**src/design/dds_pkg.sv**
```systemverilog
package dds_pkg;

   localparam int FreqWidth      = 32;
   localparam int WordWidth      = 32;
   localparam int CtrlWidth      = 8;
   localparam int FrameBits      = WordWidth + CtrlWidth;
   localparam int IndexWidth     = 6;
   localparam int RecipShift     = 56;
   localparam int WordLsb        = RecipShift - WordWidth;
   localparam int ProductWidth   = FreqWidth + WordWidth;
   localparam int CsrIndexWidth  = 8;
   localparam int CsrDataWidth   = 32;

   localparam logic [CtrlWidth-1:0] CtrlMultiplier = 8'h01;
   localparam logic [CtrlWidth-1:0] CtrlPowerDown  = 8'h04;
   localparam logic [CtrlWidth-1:0] CtrlNone       = 8'h00;
   localparam logic [CtrlWidth-1:0] ByteMask       = 8'hFF;

   localparam logic [WordWidth-1:0] ReciprocalReset = 32'd400319966;

   typedef enum logic [CsrIndexWidth-1:0] {
      CSR_RECIPROCAL    = 8'd0,
      CSR_MULTIPLIER_ON = 8'd1,
      CSR_POWERED_DOWN  = 8'd2,
      CSR_INVERT_LINES  = 8'd3
   } csr_index_type;

   function automatic logic [CtrlWidth-1:0] control_byte(input logic powered_down,
                                                         input logic multiplier_on);
      logic [CtrlWidth-1:0] ctrl;
      if (powered_down) begin
         ctrl = CtrlPowerDown;
      end else if (multiplier_on) begin
         ctrl = CtrlMultiplier;
      end else begin
         ctrl = CtrlNone;
      end
      return ctrl & ByteMask;
   endfunction

endpackage

```
**src/design/dds_tuning_word_serial_loader.sv**
```systemverilog
// The first bit of a frame is offered once its item has moved through the input,
// multiply and frame registers in turn. One frame bit goes out per cycle while
// rsp_ready is high; the bit serializer at the output sets the item rate, while
// two more items can wait in the input and multiply registers.
// Reset: synchronous, active high; clears all valid flags and loads the
// register defaults (reciprocal 400319966, multiplier on, inverted lines).
module dds_tuning_word_serial_loader (
   input  logic                                 clock,
   input  logic                                 reset,
   input  logic                                 req_valid,
   output logic                                 req_ready,
   input  logic [dds_pkg::FreqWidth-1:0]        req_freq_hz,
   output logic                                 rsp_valid,
   input  logic                                 rsp_ready,
   output logic                                 rsp_line_level,
   output logic [dds_pkg::IndexWidth-1:0]       rsp_bit_index,
   output logic [dds_pkg::WordWidth-1:0]        rsp_tuning_word,
   output logic                                 rsp_latch,
   input  logic                                 csr_valid,
   output logic                                 csr_ready,
   input  logic [dds_pkg::CsrIndexWidth-1:0]    csr_index,
   input  logic [dds_pkg::CsrDataWidth-1:0]     csr_data
);
   import dds_pkg::*;

   localparam logic [IndexWidth-1:0] LastIndex = IndexWidth'(FrameBits - 1);

   logic [WordWidth-1:0]    reciprocal_ff;
   logic                    multiplier_on_ff;
   logic                    powered_down_ff;
   logic                    invert_lines_ff;

   logic                    s1_valid_ff;
   logic [FreqWidth-1:0]    freq_ff;
   logic                    s2_valid_ff;
   logic [WordWidth-1:0]    word_ff;
   logic                    out_valid_ff;
   logic [FrameBits-1:0]    frame_ff;
   logic [WordWidth-1:0]    out_word_ff;
   logic [IndexWidth-1:0]   index_ff;

   logic [ProductWidth-1:0] product;
   logic [WordWidth-1:0]    word_in;
   logic                    last_bit;
   logic                    out_done;
   logic                    out_free;
   logic                    s2_free;
   logic                    s1_free;
   logic                    s2_move;
   logic                    s1_move;
   logic                    req_take;
   logic                    rsp_take;

   assign csr_ready = 1'b1;

   always_ff @(posedge clock) begin
      if (reset) begin
         reciprocal_ff    <= ReciprocalReset;
         multiplier_on_ff <= 1'b1;
         powered_down_ff  <= 1'b0;
         invert_lines_ff  <= 1'b1;
      end else if (csr_valid && csr_ready) begin
         unique case (csr_index)
            CSR_RECIPROCAL:    reciprocal_ff    <= csr_data[WordWidth-1:0];
            CSR_MULTIPLIER_ON: multiplier_on_ff <= csr_data[0];
            CSR_POWERED_DOWN:  powered_down_ff  <= csr_data[0];
            CSR_INVERT_LINES:  invert_lines_ff  <= csr_data[0];
            default: ;
         endcase
      end
   end

   assign rsp_take = rsp_valid && rsp_ready;
   assign last_bit = (index_ff == LastIndex);
   assign out_done = rsp_take && last_bit;
   assign out_free = !out_valid_ff || out_done;
   assign s2_move  = s2_valid_ff && out_free;
   assign s2_free  = !s2_valid_ff || out_free;
   assign s1_move  = s1_valid_ff && s2_free;
   assign s1_free  = !s1_valid_ff || s2_free;
   assign req_ready = s1_free;
   assign req_take = req_valid && req_ready;

   assign product = ProductWidth'(freq_ff) * ProductWidth'(reciprocal_ff);
   assign word_in = product[WordLsb +: WordWidth];

   always_ff @(posedge clock) begin
      if (reset) begin
         s1_valid_ff <= 1'b0;
      end else if (req_take) begin
         s1_valid_ff <= 1'b1;
      end else if (s1_move) begin
         s1_valid_ff <= 1'b0;
      end
   end

   always_ff @(posedge clock) begin
      if (req_take) begin
         freq_ff <= req_freq_hz;
      end
   end

   always_ff @(posedge clock) begin
      if (reset) begin
         s2_valid_ff <= 1'b0;
      end else if (s1_move) begin
         s2_valid_ff <= 1'b1;
      end else if (s2_move) begin
         s2_valid_ff <= 1'b0;
      end
   end

   always_ff @(posedge clock) begin
      if (s1_move) begin
         word_ff <= word_in;
      end
   end

   always_ff @(posedge clock) begin
      if (reset) begin
         out_valid_ff <= 1'b0;
      end else if (s2_move) begin
         out_valid_ff <= 1'b1;
      end else if (out_done) begin
         out_valid_ff <= 1'b0;
      end
   end

   // load a new frame, or advance one bit per taken item
   always_ff @(posedge clock) begin
      if (s2_move) begin
         frame_ff    <= {control_byte(powered_down_ff, multiplier_on_ff), word_ff};
         out_word_ff <= word_ff;
         index_ff    <= '0;
      end else if (rsp_take) begin
         frame_ff    <= frame_ff >> 1;
         index_ff    <= index_ff + IndexWidth'(1);
      end
   end

   assign rsp_valid       = out_valid_ff;
   assign rsp_line_level  = frame_ff[0] ^ invert_lines_ff;
   assign rsp_bit_index   = index_ff;
   assign rsp_tuning_word = out_word_ff;
   assign rsp_latch       = last_bit;

endmodule
```
**config.mk**
```make
export PLATFORM = sky130hd
export DESIGN_NAME = dds_tuning_word_serial_loader
export DESIGN_NICKNAME = d
export VERILOG_FILES = /design/src/design/dds_pkg.sv /design/src/design/dds_tuning_word_serial_loader.sv
export SDC_FILE = /design/constraint.sdc
export NUM_CORES = 2
export LEC_CHECK = 0
export BUFFER_PORTS_ARGS = -buffer_cell sky130_fd_sc_hd__buf_2
export CORE_MARGIN = 2
export CORE_UTILIZATION = 50
export DETAILED_ROUTE_END_ITERATION = 12
export GPL_TIMING_DRIVEN = 0
export PLACE_DENSITY_LB_ADDON = 0.05
export SLEW_MARGIN = 20
export SYNTH_ARGS = -nofsm -noshare
export SYNTH_HDL_FRONTEND = slang
export SYNTH_SLANG_ARGS = --single-unit
```
**constraint.sdc**
```tcl
create_clock -name clock -period 14.6 [get_ports clock]
set_clock_uncertainty 0.2 [all_clocks]
set_input_delay 2.19 -clock clock [delete_from_list [all_inputs] [get_ports clock]]
set_output_delay 2.19 -clock clock [all_outputs]
set_load 0.005 [all_outputs]
```
==> impl_metrics.csv <==
group,metric,value,unit
global_route,first_global_vias,29183,
placed_design,dp_cells,4993,
synth,synth_most_common_cell,"inv_1",
sta,timing.fmax,104,MHz
clock_tree,cts_hold_buf,0,
synth,ys_top_cells_by_count,"inv_1, fa_1, nand2_1",
synth,post-synth-top-area-cell,"fa_1",
worst_hold_path,hold_class,"reg2reg",
finish,area_growth,6.94,%
synth,yosysSeqAreaShare,0.129,
clock_tree,clock_latency,0.51,ns
clock_tree,ctsResizeCount,0,
floorplan,die_area,76600,µm²
synth,yosys.area_share.xor_xnor,0.0127,
synth,yosys-top-cells-area,"fa_1, edfxtp_1, inv_1, and2_1, ha_1",
sta,fin_crit_sh,0.659,
sta,worst_pin_slew,1.31,ns
finish,instances_no_fill,5030,
finish,seq_area,4810,µm²
clock_tree,cts_buffers,17,
route,drt_wl_total,139000,µm
setup_path,cp.required,14.64,ns
placed_design,dp_slack,5.30,ns
global_route,track_usage,0.374,
placed_design,io_buffers,117,
sta,hold_viol_final,0,
route,drt_pass1_iterations,7,
setup_path,critPathCaptureType,"flop",
route,vias,27985,
outcome,status,"completed",
floorplan,fp.coreArea,74100,µm²
floorplan,pin_count,120,
route,drc_errors,0,
synth,ys_ff_latch,175,
finish,nets,5200,
synth,ys_types,70,
synth,synthFlopType,"edfxtp_1",
route,wl_per_cell,27.6,µm
global_route,grt-ovfl-total,0,
synth,yosys.area_share.simple,0.174,
global_route,grt_max_degree,26,
setup_path,crit_type,"reg2reg",
synth,yosysWarnings,0,
synth,syn_avg_cell_area,9.53,µm²
sta,setup_tns,0,ns
setup_path,startpoint_type,"flop",
run,timing.max_cap.violations,0,
clock_tree,cts.sinks,175,
synth,synth_top_family_by_area,"adder cells",
floorplan,die_h,277,µm
placed_design,dp.final_hpwl,113000,µm
sta,drv_slew,0,
sta,relSlewSlack,0.130,
synth,synth_area,37200,µm²
synth,synth_compound_area_frac,0.0313,
finish,multiInputGateArea,28200,µm²
synth,synth_edf_count,131,
clock_tree,h-tree-depth,4,
clock_tree,cts_root_buffer,"clkbuf_16",
setup_path,worstPathArrival,9.66,ns
route,routed_via_density,5.56,
synth,synthAdderAreaFrac,0.538,
synth,synthesis.nets,5058,
floorplan,row_count,100,
finish,drive_gt1_frac,0.0468,
finish,design_area,39800,µm²
sta,final.setup.worst_slack,4.98,ns
clock_tree,post_cts_buffers,0,
sta,rsz0062_at_grt,"no",
global_route,antenna_found_initial,16,
clock_tree,clockBufferDepth,2,
global_route,grt_pass1_wl,200000,µm
synth,syn_inst,3902,
finish,nFillCells,7138,
route,ant_nets,0,
placed_design,place_area,39200,µm²
floorplan,start_util,0.502,
sta,period_minus_slack,9.62,ns
clock_tree,path_clk_slew,0.11,ns
synth,synthMuxAreaShare,0.000538,
sta,finalSetupViolations,0,
setup_path,crit_fanout,10,
placed_design,gp_congestion,1.03,
route,drt_iter0_drc,2559,
clock_tree,cts_tree,"yes",
floorplan,dieWidth,277,µm
synth,synth_top_area_frac,0.468,
synth,ys_async_sr_fraction,0,
[layer usage]
metal / part of all wire / wire (µm) / GRT usage / vias to the layer above
li1: - / - / - / 11600
met1: 0.37 / 51600 / 0.471 / 14422
met2: 0.45 / 62500 / 0.577 / 1481
met3: 0.094 / 13100 / 0.0848 / 470
met4: 0.084 / 11600 / 0.256 / 12
met5: 0.00060 / 84 / 0 / -
[kinds of logic after synthesis]
kind of cell | count (synthesis)
and+or+nand+nor | 1310
buffers and inverters | 1113
adders and majority gates | 1079
DFF | 175
AOI/OAI and AO/OA | 168
xor gates and xnor gates | 54
muxes | 2
other | 1
[registers in the layout, summed over array words and instances, names as in the netlist]
name              flops
s2_valid_ff           1
word_ff              32
rsp_tuning_word      32
rsp_bit_index         6
reciprocal_ff        32
s1_valid_ff           1
powered_down_ff       1
rsp_valid             1
frame_ff             35
freq_ff              32
invert_lines_ff       1
multiplier_on_ff      1
[layout make-up]
type	instances	area share
clock buffer	18	0.0108
antenna	4	0.000252
tap	969	0.0305
buffer	218	0.0216
inverter	895	0.0845
sequential	175	0.121
clock inverter	14	0.00374
multi-input combinational	2614	0.709
timing repair buffer	123	0.0186
[critical path, stage by stage (launching register included)]
cell and delay [ns]:
dfxtp_1 0.59, clkbuf_1 0.96, and2_1 0.27, fa_1 0.43
inv_1 0.09, fa_1 0.49, fa_1 0.52, fa_1 0.55
inv_1 0.05, fa_1 0.63, fa_1 0.46, fa_1 0.58
fa_1 0.55, ha_1 0.32, clkbuf_1 0.32, and3_2 0.27
nand4_1 0.26, a311oi_2 0.74, nor2_4 0.14, o31ai_1 0.56
a21oi_1 0.17, xnor2_1 0.15
[worst paths after layout]
check | cells past startpoint | start | slack [ns] | to
worst min-delay path | 0 | word_ff[2] | 0.26 | rsp_tuning_word[2]
worst max-delay path | 21 | reciprocal_ff[13] | 4.98 | word_ff[20]
worst max register to register | 21 | reciprocal_ff[13] | 4.98 | word_ff[20]
worst min register to register | 0 | word_ff[2] | 0.26 | rsp_tuning_word[2]
[per-stage QoR]
| stage | utilization | hold slack, ns |
|---|---|---|
| final | 0.537 | 0.260 |
| after detailed placement | 0.529 | 0.243 |
| after global placement | 0.526 | 0.253 |
| after CTS | 0.537 | 0.263 |
| after floorplan | - | 0.226 |
| after global routing | 0.537 | 0.275 |
[cells in the final DEF (no fill, tap or decap), drive strengths merged, types with 5 or more instances in the layout]
cell      n
xor2     17
inv     901
o211ai    5
o21bai   11
a31oi     6
and3      9
nor2     32
o31ai     5
nor2b     8
edfxtp  131
a21oi    65
fa      869
clkinv    7
nand4    11
a21boi    6
and2    522
nand2b    5
nand3    14
nand2   671
dfxtp    44
xnor2    37
clkbuf  229
ha      210
nand3b   20
buf     130
a21o     22
o21ai    16
a211oi    6
Power is left out: the tool's default activity adds up to more than one toggle a clock period on the data nets, which glitch-free logic cannot reach.
